<file path="config.mk">
export PLATFORM = sky130hd
export DESIGN_NAME = ultrasonic_echo_ranger_ema_unit
export DESIGN_NICKNAME = d
export VERILOG_FILES = /design/src/rtl/uere_pkg.sv /design/src/rtl/uere_queue.sv /design/src/rtl/uere_front.sv /design/src/rtl/uere_back.sv /design/src/rtl/ultrasonic_echo_ranger_ema_unit.sv
export SDC_FILE = /design/constraint.sdc
export NUM_CORES = 2
export LEC_CHECK = 0
export ABC_AREA = 1
export BUFFER_PORTS_ARGS = -buffer_cell sky130_fd_sc_hd__buf_2
export CAP_MARGIN = 40
export CORE_ASPECT_RATIO = 1.5
export CORE_UTILIZATION = 65
export DETAILED_ROUTE_END_ITERATION = 10
export GPL_ROUTABILITY_DRIVEN = 0
export PLACE_DENSITY = 0.82
export SLEW_MARGIN = 20
export SYNTH_ARGS = -nofsm -noshare
export SYNTH_HDL_FRONTEND = slang
export SYNTH_SLANG_ARGS = --single-unit
export TNS_END_PERCENT = 10
</file>
<file path="constraint.sdc">
create_clock -name clk -period 13.12 [get_ports clk]
set_input_delay 0.656 -clock clk [delete_from_list [all_inputs] [get_ports clk]]
set_output_delay 0.656 -clock clk [all_outputs]
set_load 0.01 [all_outputs]
</file>
<file path="src/rtl/uere_pkg.sv">
// ----------------------------------------------------------------------------
// uere_pkg
// Shared types, register indexes and constants of the echo ranger with
// moving average.
// ----------------------------------------------------------------------------
package uere_pkg;

	localparam int FRAC_BITS   = 8;
	localparam int COUNT_BITS  = 17;
	localparam int QUEUE_DEPTH = 2;

	localparam int Q_BITS      = 19;
	localparam int SCALE_BITS  = 16;
	localparam int TIMEOUT_W   = 16;
	localparam int ALPHA_W     = 9;
	localparam int ALPHA_BITS  = 8;
	localparam int PERIOD_BITS = 17;
	localparam int TRIG_W      = 8;
	localparam int CFG_DATA_W  = 19;
	localparam int CFG_INDEX_W = 3;

	localparam logic [ALPHA_W-1:0] ALPHA_ONE = 9'd256;
	localparam logic [Q_BITS-1:0]  Q_MAX     = 19'h7FFFF;

	localparam logic [CFG_INDEX_W-1:0] REG_TIMEOUT   = 3'd0;
	localparam logic [CFG_INDEX_W-1:0] REG_ALPHA     = 3'd1;
	localparam logic [CFG_INDEX_W-1:0] REG_SCALE     = 3'd2;
	localparam logic [CFG_INDEX_W-1:0] REG_PERIOD    = 3'd3;
	localparam logic [CFG_INDEX_W-1:0] REG_TRIG_W    = 3'd4;
	localparam logic [CFG_INDEX_W-1:0] REG_EMA_START = 3'd5;

	localparam logic [TIMEOUT_W-1:0]   TIMEOUT_RST = 16'd26100;
	localparam logic [ALPHA_W-1:0]     ALPHA_RST   = 9'd51;
	localparam logic [SCALE_BITS-1:0]  SCALE_RST   = 16'd1124;
	localparam logic [PERIOD_BITS-1:0] PERIOD_RST  = 17'd100000;
	localparam logic [TRIG_W-1:0]      TRIG_W_RST  = 8'd10;
	localparam logic [Q_BITS-1:0]      EMA_RST     = 19'd114589;

	localparam logic [1:0] KIND_NONE = 2'd0;
	localparam logic [1:0] KIND_TOUT = 2'd1;
	localparam logic [1:0] KIND_MEAS = 2'd2;

	typedef struct packed {
		logic [TIMEOUT_W-1:0]   timeout;
		logic [ALPHA_W-1:0]     alpha;
		logic [SCALE_BITS-1:0]  scale;
		logic [PERIOD_BITS-1:0] period;
		logic [TRIG_W-1:0]      trig_width;
	} cfg_t;

	typedef struct packed {
		logic       trig;
		logic [1:0] kind;
	} op_t;

endpackage

</file>
<file path="src/rtl/uere_queue.sv">
// ----------------------------------------------------------------------------
// uere_queue
// Small register FIFO between the classifying front and the arithmetic back.
// ----------------------------------------------------------------------------
module uere_queue #(
	parameter int WIDTH = 20,
	parameter int DEPTH = uere_pkg::QUEUE_DEPTH
) (
	input  logic             clk,
	input  logic             arst_n,
	input  logic             push,
	input  logic [WIDTH-1:0] wdata,
	input  logic             pop,
	output logic [WIDTH-1:0] rdata,
	output logic             full,
	output logic             empty
);

	localparam int PW = (DEPTH > 1) ? $clog2(DEPTH) : 1;
	localparam int CW = $clog2(DEPTH + 1);

	logic [WIDTH-1:0] mem_q [DEPTH];
	logic [PW-1:0]    wr_ptr_q, rd_ptr_q;
	logic [CW-1:0]    count_q;

	assign full  = (count_q == CW'(DEPTH));
	assign empty = (count_q == '0);
	assign rdata = mem_q[rd_ptr_q];

	always_ff @(posedge clk) begin
		if (push) begin
			mem_q[wr_ptr_q] <= wdata;
		end
	end

	always_ff @(posedge clk or negedge arst_n) begin
		if (!arst_n) begin
			wr_ptr_q <= '0;
			rd_ptr_q <= '0;
			count_q  <= '0;
		end else begin
			if (push) begin
				wr_ptr_q <= (wr_ptr_q == PW'(DEPTH - 1)) ? '0 : wr_ptr_q + 1'b1;
			end
			if (pop) begin
				rd_ptr_q <= (rd_ptr_q == PW'(DEPTH - 1)) ? '0 : rd_ptr_q + 1'b1;
			end
			if (push && !pop) begin
				count_q <= count_q + 1'b1;
			end else if (pop && !push) begin
				count_q <= count_q - 1'b1;
			end
		end
	end

`ifndef SYNTHESIS
	a_no_overflow: assert property (@(posedge clk) disable iff (!arst_n)
		!(push && full && !pop))
		else $error("queue push while full");
	a_count_bound: assert property (@(posedge clk) disable iff (!arst_n)
		count_q <= CW'(DEPTH))
		else $error("queue count beyond depth");
`endif

endmodule

</file>
<file path="src/rtl/uere_front.sv">
// ----------------------------------------------------------------------------
// uere_front
// Takes echo words, runs the trigger period counter and the echo width
// counter, and classifies each tick as plain, timed out or measured.
// ----------------------------------------------------------------------------
module uere_front #(
	parameter int COUNT_BITS = uere_pkg::COUNT_BITS
) (
	input  logic                  clk,
	input  logic                  arst_n,
	input  uere_pkg::cfg_t        cfg,
	input  logic                  in_valid,
	output logic                  in_stall,
	input  logic                  echo_level,
	input  logic                  q_full,
	output logic                  push,
	output uere_pkg::op_t         push_op,
	output logic [COUNT_BITS-1:0] push_width
);

	localparam logic [COUNT_BITS-1:0] WIDTH_MAX = '1;

	logic                             prev_echo_q, measuring_q;
	logic [COUNT_BITS-1:0]            width_q;
	logic [uere_pkg::PERIOD_BITS-1:0] period_q;
	logic [uere_pkg::PERIOD_BITS:0]   period_nxt;
	logic                             fall;

	assign in_stall   = q_full;
	assign push       = in_valid && !q_full;
	assign period_nxt = {1'b0, period_q} + 1'b1;
	assign fall       = !echo_level && prev_echo_q && measuring_q;

	always_comb begin
		push_op.trig = ({1'b0, period_q} < {{(uere_pkg::PERIOD_BITS + 1 - uere_pkg::TRIG_W){1'b0}},
			cfg.trig_width});
		if (!fall) begin
			push_op.kind = uere_pkg::KIND_NONE;
		end else if (width_q > COUNT_BITS'(cfg.timeout)) begin
			push_op.kind = uere_pkg::KIND_TOUT;
		end else begin
			push_op.kind = uere_pkg::KIND_MEAS;
		end
		push_width = width_q;
	end

	always_ff @(posedge clk or negedge arst_n) begin
		if (!arst_n) begin
			prev_echo_q <= 1'b0;
			measuring_q <= 1'b0;
			width_q     <= '0;
			period_q    <= '0;
		end else if (push) begin
			period_q <= (period_nxt >= {1'b0, cfg.period}) ? '0
				: period_nxt[uere_pkg::PERIOD_BITS-1:0];
			if (echo_level && !prev_echo_q) begin
				measuring_q <= 1'b1;
				width_q     <= COUNT_BITS'(1);
			end else if (echo_level && measuring_q) begin
				if (width_q != WIDTH_MAX) begin
					width_q <= width_q + 1'b1;
				end
			end else if (fall) begin
				measuring_q <= 1'b0;
			end
			prev_echo_q <= echo_level;
		end
	end

endmodule

</file>
<file path="src/rtl/uere_back.sv">
// ----------------------------------------------------------------------------
// uere_back
// Converts a measured width to distance, updates the moving average and
// holds the result word until the receiver takes it.
// ----------------------------------------------------------------------------
module uere_back #(
	parameter int COUNT_BITS = uere_pkg::COUNT_BITS
) (
	input  logic                        clk,
	input  logic                        arst_n,
	input  uere_pkg::cfg_t              cfg,
	input  logic                        ema_load,
	input  logic [uere_pkg::Q_BITS-1:0] ema_value,
	input  logic                        q_empty,
	input  uere_pkg::op_t               q_op,
	input  logic [COUNT_BITS-1:0]       q_width,
	output logic                        pop,
	output logic                        out_valid,
	input  logic                        out_stall,
	output logic                        trigger_level,
	output logic                        measure_done,
	output logic                        timed_out,
	output logic [uere_pkg::Q_BITS-1:0] distance_q8,
	output logic [uere_pkg::Q_BITS-1:0] smoothed_q8
);

	localparam int QB  = uere_pkg::Q_BITS;
	localparam int PW  = COUNT_BITS + uere_pkg::SCALE_BITS;
	localparam int SH  = uere_pkg::SCALE_BITS - uere_pkg::FRAC_BITS;
	localparam int DW  = QB + 1;
	localparam int MW  = DW + uere_pkg::ALPHA_W + 1;
	localparam int SW  = MW + 1;

	localparam logic [2:0] ST_IDLE = 3'd0;
	localparam logic [2:0] ST_MUL  = 3'd1;
	localparam logic [2:0] ST_DIF  = 3'd2;
	localparam logic [2:0] ST_MAC  = 3'd3;
	localparam logic [2:0] ST_UPD  = 3'd4;

	logic [2:0]                   st_q;
	logic [COUNT_BITS-1:0]        width_q;
	logic                         trig_hold_q;
	logic [PW-1:0]                prod_s1;
	logic [QB-1:0]                d_s2;
	logic signed [MW-1:0]         prod_s3;
	logic [QB-1:0]                avg_q, dist_q;
	logic                         out_valid_q, trig_q, done_q, tout_q;

	logic                         out_free, load_plain, load_meas;
	logic [PW-1:0]                shifted;
	logic [QB-1:0]                d_sat;
	logic [uere_pkg::ALPHA_W-1:0] alpha_eff;
	logic signed [DW-1:0]         diff;
	logic signed [MW-1:0]         step;
	logic signed [SW-1:0]         sum;
	logic [QB-1:0]                avg_new;

	assign out_free   = !out_valid_q || !out_stall;
	assign pop        = (st_q == ST_IDLE) && !q_empty
		&& ((q_op.kind == uere_pkg::KIND_MEAS) || out_free);
	assign load_plain = pop && (q_op.kind != uere_pkg::KIND_MEAS);
	assign load_meas  = (st_q == ST_UPD) && out_free;

	assign shifted   = prod_s1 >> SH;
	assign d_sat     = (|shifted[PW-1:QB]) ? uere_pkg::Q_MAX : shifted[QB-1:0];
	assign alpha_eff = (cfg.alpha > uere_pkg::ALPHA_ONE) ? uere_pkg::ALPHA_ONE : cfg.alpha;
	assign diff      = $signed({1'b0, d_s2}) - $signed({1'b0, avg_q});
	assign step      = prod_s3 >>> uere_pkg::ALPHA_BITS;
	assign sum       = $signed({{(SW - QB){1'b0}}, avg_q}) + $signed({step[MW-1], step});

	always_comb begin
		if (sum[SW-1]) begin
			avg_new = '0;
		end else if (|sum[SW-2:QB]) begin
			avg_new = uere_pkg::Q_MAX;
		end else begin
			avg_new = sum[QB-1:0];
		end
	end

	always_ff @(posedge clk) begin
		if (pop) begin
			width_q     <= q_width;
			trig_hold_q <= q_op.trig;
		end
		prod_s1 <= PW'(width_q) * PW'(cfg.scale);
		d_s2    <= d_sat;
		prod_s3 <= diff * $signed({1'b0, alpha_eff});
	end

	always_ff @(posedge clk or negedge arst_n) begin
		if (!arst_n) begin
			st_q        <= ST_IDLE;
			avg_q       <= uere_pkg::EMA_RST;
			dist_q      <= '0;
			out_valid_q <= 1'b0;
			trig_q      <= 1'b0;
			done_q      <= 1'b0;
			tout_q      <= 1'b0;
		end else begin
			unique case (st_q)
				ST_IDLE: if (pop && (q_op.kind == uere_pkg::KIND_MEAS)) begin
					st_q <= ST_MUL;
				end
				ST_MUL:  st_q <= ST_DIF;
				ST_DIF:  st_q <= ST_MAC;
				ST_MAC:  st_q <= ST_UPD;
				ST_UPD:  if (out_free) begin
					st_q <= ST_IDLE;
				end
				default: st_q <= ST_IDLE;
			endcase

			if (ema_load) begin
				avg_q <= ema_value;
			end else if (load_meas) begin
				avg_q <= avg_new;
			end

			if (load_meas) begin
				dist_q      <= d_s2;
				out_valid_q <= 1'b1;
				trig_q      <= trig_hold_q;
				done_q      <= 1'b1;
				tout_q      <= 1'b0;
			end else if (load_plain) begin
				out_valid_q <= 1'b1;
				trig_q      <= q_op.trig;
				done_q      <= 1'b0;
				tout_q      <= (q_op.kind == uere_pkg::KIND_TOUT);
			end else if (!out_stall) begin
				out_valid_q <= 1'b0;
			end
		end
	end

	assign out_valid     = out_valid_q;
	assign trigger_level = trig_q;
	assign measure_done  = done_q;
	assign timed_out     = tout_q;
	assign distance_q8   = dist_q;
	assign smoothed_q8   = avg_q;

`ifndef SYNTHESIS
	a_flags_exclusive: assert property (@(posedge clk) disable iff (!arst_n)
		out_valid_q |-> !(done_q && tout_q))
		else $error("done and timeout flags both set");
	a_mul_advances: assert property (@(posedge clk) disable iff (!arst_n)
		(st_q == ST_MUL) |=> (st_q == ST_DIF))
		else $error("width multiply step did not advance");
	a_avg_stable: assert property (@(posedge clk) disable iff (!arst_n)
		(!ema_load && !load_meas) |=> $stable(avg_q))
		else $error("average changed without update or load");
`endif

endmodule

</file>
<file path="src/rtl/ultrasonic_echo_ranger_ema_unit.sv">
// ----------------------------------------------------------------------------
// ultrasonic_echo_ranger_ema_unit
// Echo ranger: trigger timing, echo width measurement, distance scaling and
// exponential moving average, one result word per echo word.
//
//   channel | handshake             | payload
//   --------+-----------------------+-------------------------------------------
//   input   | in_valid / in_stall   | echo_level
//   output  | out_valid / out_stall | trigger_level measure_done timed_out
//           |                       | distance_q8 smoothed_q8
//   config  | cfg_we                | cfg_index cfg_data
//
// Front takes one word a cycle while the two-entry queue has room.
// Back loads a word with no finished echo straight into its output; a finished
// echo runs width multiply, scale and saturate, alpha multiply, average update.
// Reset clears counters and flags, loads register defaults and the average.
// A stalled output holds its word; the queue then fills and raises in_stall.
// ----------------------------------------------------------------------------
module ultrasonic_echo_ranger_ema_unit #(
	parameter int COUNT_BITS  = uere_pkg::COUNT_BITS,
	parameter int QUEUE_DEPTH = uere_pkg::QUEUE_DEPTH
) (
	input  logic                            clk,
	input  logic                            arst_n,
	input  logic                            cfg_we,
	input  logic [uere_pkg::CFG_INDEX_W-1:0] cfg_index,
	input  logic [uere_pkg::CFG_DATA_W-1:0] cfg_data,
	input  logic                            in_valid,
	output logic                            in_stall,
	input  logic                            echo_level,
	output logic                            out_valid,
	input  logic                            out_stall,
	output logic                            trigger_level,
	output logic                            measure_done,
	output logic                            timed_out,
	output logic [uere_pkg::Q_BITS-1:0]     distance_q8,
	output logic [uere_pkg::Q_BITS-1:0]     smoothed_q8
);

	localparam int OPW = $bits(uere_pkg::op_t);
	localparam int EW  = OPW + COUNT_BITS;

	uere_pkg::cfg_t        cfg_q;
	logic                  ema_load;
	logic                  q_full, q_empty, push, pop;
	uere_pkg::op_t         push_op, q_op;
	logic [COUNT_BITS-1:0] push_width, q_width;
	logic [EW-1:0]         q_rdata;

	assign ema_load = cfg_we && (cfg_index == uere_pkg::REG_EMA_START);

	always_ff @(posedge clk or negedge arst_n) begin
		if (!arst_n) begin
			cfg_q.timeout    <= uere_pkg::TIMEOUT_RST;
			cfg_q.alpha      <= uere_pkg::ALPHA_RST;
			cfg_q.scale      <= uere_pkg::SCALE_RST;
			cfg_q.period     <= uere_pkg::PERIOD_RST;
			cfg_q.trig_width <= uere_pkg::TRIG_W_RST;
		end else if (cfg_we) begin
			unique case (cfg_index)
				uere_pkg::REG_TIMEOUT: cfg_q.timeout <= cfg_data[uere_pkg::TIMEOUT_W-1:0];
				uere_pkg::REG_ALPHA:   cfg_q.alpha   <= cfg_data[uere_pkg::ALPHA_W-1:0];
				uere_pkg::REG_SCALE:   cfg_q.scale   <= cfg_data[uere_pkg::SCALE_BITS-1:0];
				uere_pkg::REG_PERIOD:  cfg_q.period  <= cfg_data[uere_pkg::PERIOD_BITS-1:0];
				uere_pkg::REG_TRIG_W:  cfg_q.trig_width <= cfg_data[uere_pkg::TRIG_W-1:0];
				default: ;
			endcase
		end
	end

	uere_front #(
		.COUNT_BITS (COUNT_BITS)
	) u_front (
		.clk        (clk),
		.arst_n     (arst_n),
		.cfg        (cfg_q),
		.in_valid   (in_valid),
		.in_stall   (in_stall),
		.echo_level (echo_level),
		.q_full     (q_full),
		.push       (push),
		.push_op    (push_op),
		.push_width (push_width)
	);

	uere_queue #(
		.WIDTH (EW),
		.DEPTH (QUEUE_DEPTH)
	) u_queue (
		.clk    (clk),
		.arst_n (arst_n),
		.push   (push),
		.wdata  ({push_op, push_width}),
		.pop    (pop),
		.rdata  (q_rdata),
		.full   (q_full),
		.empty  (q_empty)
	);

	assign q_op    = q_rdata[EW-1:COUNT_BITS];
	assign q_width = q_rdata[COUNT_BITS-1:0];

	uere_back #(
		.COUNT_BITS (COUNT_BITS)
	) u_back (
		.clk           (clk),
		.arst_n        (arst_n),
		.cfg           (cfg_q),
		.ema_load      (ema_load),
		.ema_value     (cfg_data[uere_pkg::Q_BITS-1:0]),
		.q_empty       (q_empty),
		.q_op          (q_op),
		.q_width       (q_width),
		.pop           (pop),
		.out_valid     (out_valid),
		.out_stall     (out_stall),
		.trigger_level (trigger_level),
		.measure_done  (measure_done),
		.timed_out     (timed_out),
		.distance_q8   (distance_q8),
		.smoothed_q8   (smoothed_q8)
	);

endmodule

</file>
# Word level (Yosys, flattened, before mapping)
# Memory sizes are Yosys's and may differ from the RTL's.
# Index checks and enable logic that the tools add are counted.
[classes]
addsub = 8
mul = 2
magnitude_cmp = 4
eq_ne = 18
muxes = 32
reduce_logical = 42
[ops]
columns = ["operator", "count"]
rows = [
  ["$mux W19", 4],
  ["$mux W17", 4],
  ["$mul A17 B16 Y33", 1],
  ["$mul A20 B10 Y30", 1],
  ["$add A20 B22 Y23", 1],
  ["$sub A19 B19 Y20", 1],
  ["$add A17 B1 Y18 const B", 1],
  ["$ge A18 B17 Y1", 1],
  ["$add A17 B1 Y17 const B", 1],
  ["$gt A17 B16 Y1", 1],
  ["$lt A17 B8 Y1", 1],
  ["$ne A17 B17 Y1 const B", 1],
  ["$mux W1", 16],
  ["$pmux W3 S5", 1],
  ["$logic_and A1 B1 Y1", 13],
  ["$eq A3 B2 Y1 const B", 4],
  ["$reduce_and A2 Y1", 6],
  ["$reduce_bool A2 Y1", 6],
  ["$reduce_or A11 Y1", 1],
  ["$eq A3 B3 Y1 const B", 3],
  ["$gt A9 B9 Y1 const B", 1],
  ["$mux W9", 1],
  ["$logic_not A1 Y1", 8],
  ["$mux W2", 4],
  ["15 further kinds", 24],
]
[word_totals]
ff_bits = 251
ramBits = 40
in_bits = 28
output_inout_bits = 43
wordCells = 131
mem_count = 1
[memory_table]
columns = ["name", "depth", "word_bits", "rd", "rd_ports_with_merged_regs", "wr", "line", "rtl"]
rows = [
  ["u_queue.mem_q", 2, 20, 1, 0, 1, "uere_queue.sv:22", "logic [WIDTH-1:0] mem_q [DEPTH];"],
]

# Depth between registers and ports, before layout
[depth]
word_depth = 7
ltp_mapped = 34
mapped_depth_nobuf = 33

# Hierarchy
# A second synthesis with hierarchy kept.
[unflattened]
cells_unflattened = 3867
area_unflattened_um2 = 30543.0
[by_module_without_submodules]
columns = ["mod", "instances", "cells_per_inst", "area_per_inst_um2", "seq_area_each_um2"]
rows = [
  ["uere_back", 1, 3006, 22766.8, 3004.1],
  ["uere_front", 1, 479, 3382.0, 900.9],
  ["ultrasonic_echo_ranger_ema_unit", 1, 295, 2667.6, 1682.9],
  ["uere_queue", 1, 87, 1726.7, 1301.2],
]

# Worst setup path after synthesis
# Ideal clock, no wire load.
[synth_timing]
path_type = "register to register"
startpoint = "register u_back.avg_q[0], in the netlist u_back.smoothed_q8[0]"
endpoint = "register u_back.prod_s3[26]"
setup_ns = 0.112
arrival_ns = 5.890
t_required_ns = 13.008
slack_ns = 7.117
stages_incl_launch_ff = 29
n_path_buf = 0
synth_period_minus_slack_ns = 6.003
cell_sequence = "dfstp_2 ha_1 inv_1 fa_1 nand3_1 nand2_1 a21boi_2 o21bai_1 nand3_1 nand2_1 or2_2 nand2_2 nor2_1 fa_1 inv_1 fa_1 fa_1 fa_1 fa_1 inv_1 ha_1 a21oi_1 inv_1 a31oi_1 o21ai_0 a21oi_1 nand2_1 nand2_1 nand2_1"
[synth_via]
elab_chain_cells = 2
[synth_lines]
columns = ["item", "line", "rtl"]
rows = [
  ["from (decl)", "uere_back.sv:46", "logic [QB-1:0] avg_q, dist_q;"],
  ["from (signal assigned)", "uere_back.sv:94", "avg_q <= uere_pkg::EMA_RST;"],
  ["from (signal assigned)", "uere_back.sv:115", "avg_q <= ema_value;"],
  ["from (signal assigned)", "uere_back.sv:117", "avg_q <= avg_new;"],
  ["$sub A19 B19 Y20", "uere_back.sv:67", "assign diff = $signed({1'b0, d_s2}) - $signed({1'b0, avg_q});"],
  ["$mul A20 B10 Y30", "uere_back.sv:88", "prod_s3 <= diff * $signed({1'b0, alpha_eff});"],
  ["to (signal assigned)", "uere_back.sv:88", ""],
  ["to (decl)", "uere_back.sv:45", "logic signed [MW-1:0] prod_s3;"],
]
# Every way passes these cells.
# A chain may end at the register's enable or synchronous reset.

# Final worst setup path
[layout_timing]
startpoint = "register u_back.avg_q[0], in the netlist u_back.smoothed_q8[0]"
endpoint = "register u_back.prod_s3[29]"
# The elaborated chain is that of the path after synthesis.

==> reports/results.txt <==
The highest net fanout along the worst path works out to 6. The mux cell area share after synthesis was 0.000332. Post-layout minimum cycle time: 6.87 ns.

In the layout the commonest cells are nand2_1, inv_1, fa_1, nor2_1, ha_1. The most used flip-flop cell after synthesis is dfrtp_1. The critical path is of the register to register type. For the post-route setup TNS, the log shows 0 ns. The area of the die is 47300 um2, and the share of the cycle needed by the critical path after routing is 0.523.

Data on the critical path is required at its endpoint by 13.59 ns. For this design, the sink count on the clock tree is 275. In the routed layout, each cell is associated on average with a via count of 5.64.

The area share of and/or/nand/nor cells after synthesis works out to 0.222. The tools report the global-route met1 utilization as 0.392. The run gives 0.229 as the sequential area share after synthesis. The final hold slack is 0.340 ns. Share of flip-flops with an asynchronous set or reset: 0.549. After detailed routing, the number of remaining DRC violations is 0. Setup repair after global routing left no endpoint under its margin. When the netlist entered floorplanning its net count stood at 4533. Maximum level of the CTS H-tree: 1.

For the pin with the worst max-slew slack, the measured transition is 0.850 ns. The pre-antenna-repair detailed-routing pass consisted of 6 iterations. Summing over every cut layer, the via total after detailed routing is 25500. TritonCTS built the clock tree. After synthesis the cells add up to 30100 um2. Setup violations remaining at the end of the flow were counted as 0. The maximum single-stage delay on the critical path is 0.57 ns, and the clock buffer count from CTS is 27. The cell type of the slowest stage on the worst timing path is dfstp_2. The dominant combinational cell family by area after synthesis was adder cells.

The die height works out to 266 um. The tool flagged a number of max-cap violations equal to 0. The number of different library cells used by synthesis comes to 54.

The wire-length estimate of the detail-placed layout is 64.2 mm. For the number of global-route vias before repair, the log shows 26500. The overall routing resource usage is 0.363.

After synthesis the netlist holds a flip-flop and latch count of 275. The count of port buffers added during placement is 70, and the xor/xnor share of the synthesized area is 0.0235. After global routing, the most crowded layer is met2. STA classifies the critical path startpoint as a register. After global routing the overflow that remains totals 0.

The first global-routing pass estimated 132 mm of wire. After clock tree synthesis, the clock-pin slew on the worst setup and hold paths is 0.07 ns. For the met2 layer usage reported by global route, the log shows 0.638. The post-CTS setup buffer count came out at 0.

The critical path contains buffers and inverters numbering 5 combined. After floorplanning, the core was divided into 96 placement rows. Relative area change from synthesis to final layout: 6.15%. The tightest min-delay check is of the primary input to register type. The initial DRC count was 1892. The routed wire length per instance was 18.0 um. In this run the count of I/O pins placed on the die edge is 71.

The clock reaches the later pin of the worst-skew pair after 0.59 ns. The data arrival time at the worst-slack endpoint came out at 7.34 ns. The logs give 0.0134 ns for the final clock skew and 70 for the maximum number of pins on one net before global-route repair.

Counting flops with a built-in enable in the synthesized netlist gives 58. The initial antenna violation count was 3. The headroom to the max-slew limit came out at 0.434.

The tools report the total of warnings raised by yosys as 0. STA classifies the critical path endpoint as a register. Among the stages of the critical path, the cell type that occurs most often is fa_1. The clock root buffer was clkbuf_16. The arithmetic-cell share of the synthesized area counting full adders, half adders and majority gates was 0.340; the final-stage net count was 4539.

Die width: 178 um. The share of the synthesized area in compound gates (AO/OA/AOI/OAI) was 0.0605. The gate count after technology mapping was 3900.

The layout cell share with drive strength beyond 1 is 0.0601. Most common cell after layout, fill and taps aside: nand2_1. The flow ran to the end, and the final reports show no timing, DRC or antenna violations.

Critical path's top delay family: adder cells. The count of nets left with antenna violations once routing finished came out at 0. Averaged over all synthesized cells, the footprint is 7.73 um2.

Static timing analysis puts the maximum clock frequency at 146 MHz. For the post-detailed-routing wire length, the log shows 81.4 mm. The final hold violation count is 0. The floorplan step defined a core boundary enclosing 45800 um2.

The effective utilization at floorplan came out at 0.659. No sink is reached through more buffers than the 3 on the longest clock path. The logs give 0 for the count of pins over their slew limit and 0.0679 for the met3 global-route usage.
-- layout make-up --
type	instances	area [um2]
inverters	878	3300
clock inverters	15	188
repair buffers	89	589
well taps	588	736
multi-input cells	2635	19500
diodes	2	5.00
flip-flops and latches	275	6890
fillers	3628	13800
clock buffers	35	796
-- Yosys cell counts (3+ instances only) --
cell type  instances  share of area
a211oi_1           3        0.00075
a21boi_0           3        0.00075
a21o_1            12         0.0030
a21oi_1          112          0.019
a31oi_1            8         0.0017
buf_1              8         0.0010
buf_2              6         0.0010
buf_4              3        0.00075
buf_6              5         0.0019
clkbuf_1          90          0.011
dfrtp_1          113          0.094
dfstp_2           38          0.033
dfxtp_1           66          0.044
edfxtp_1          58          0.058
fa_1             358           0.24
ha_1             247           0.10
inv_1            872           0.11
inv_2              5        0.00062
nand2_1         1053           0.13
nand2_2           13         0.0027
nand3_1          110          0.018
nand3b_1           9         0.0022
nand4_1           67          0.014
nor2_1           288          0.036
nor2_2             8         0.0017
nor3_1            28         0.0046
nor3_2             4         0.0013
nor3b_1            4         0.0010
nor4_1            12         0.0025
o211ai_1           5         0.0012
o21ai_0          136          0.023
o21ai_1            5        0.00083
o21ai_2            4         0.0012
o21bai_1          10         0.0025
o22ai_1           17         0.0035
o31ai_1            5         0.0012
or2_2             13         0.0027
xnor2_1           23         0.0067
xor2_1            56          0.016
-- kinds of logic after synthesis --
logic type	count (synthesis)
xor gates and xnor gates	80
muxes	1
and+or+nand+nor	1620
DFF	275
buffers and inverters	990
adders and majority gates	605
AOI/OAI and AO/OA	329
-- worst paths after layout --
path | from | to | slack [ns] | cells past startpoint
min in group asynchronous | arst_n | cfg_q[21] | 0.52 | 2
max | u_back.smoothed_q8[0] | u_back.prod_s3[29] | 6.25 | 28
min reg2reg | u_back.prod_s1[22] | u_back.d_s2[14] | 0.42 | 2
max in group asynchronous | arst_n | u_back.distance_q8[15] | 11.19 | 4
min | out_stall | u_back.out_valid | 0.34 | 3
max reg2reg | u_back.smoothed_q8[0] | u_back.prod_s3[29] | 6.25 | 28
-- per-stage QoR --
step | util | worst slack, ns | std cells | cell area, um2
2_1_floorplan | - | 7.12 | 3900 | 30100
3_3_place_gp | 0.673 | 6.43 | 4451 | 30800
3_5_place_dp | 0.675 | 6.35 | 4456 | 30900
4_1_cts | 0.697 | 6.34 | 4507 | 31900
5_1_grt | 0.699 | 5.90 | 4515 | 32000
6_report | 0.699 | 6.25 | 4517 | 32000
-- flip-flops by register name, indices dropped and copies added, names as in the netlist, 2 cells and up --
| signal | cells |
|---|---|
| cfg_q | 66 |
| u_back.d_s2 | 19 |
| u_back.distance_q8 | 19 |
| u_back.prod_s1 | 25 |
| u_back.prod_s3 | 22 |
| u_back.smoothed_q8 | 19 |
| u_back.st_q | 3 |
| u_back.width_q | 17 |
| u_front.period_q | 17 |
| u_front.push_width | 17 |
| u_queue.count_q | 2 |
| u_queue.mem_q | 40 |
-- worst min-delay path, cell delays in order --
cell     delay, ns
buf_2         0.09
nand2_1       0.08
nand2_1       0.07
-- metal layers --
layer	up-vias	wire, um
li1	11800	-
met1	12300	28700
met2	1013	41500
met3	346	5410
met4	6	5800
met5	-	34
-- timing repair --
item / 4_1_cts / 5_1_grt
resized for setup: 0 / 0
hold buffers: 1 / 0
endpoints found under the setup margin: 0 / 0
hold endpoints to repair: 17 / 0
Power is not shown: default switching activity piles up to over one toggle a cycle in this logic, so the estimate is an artifact.
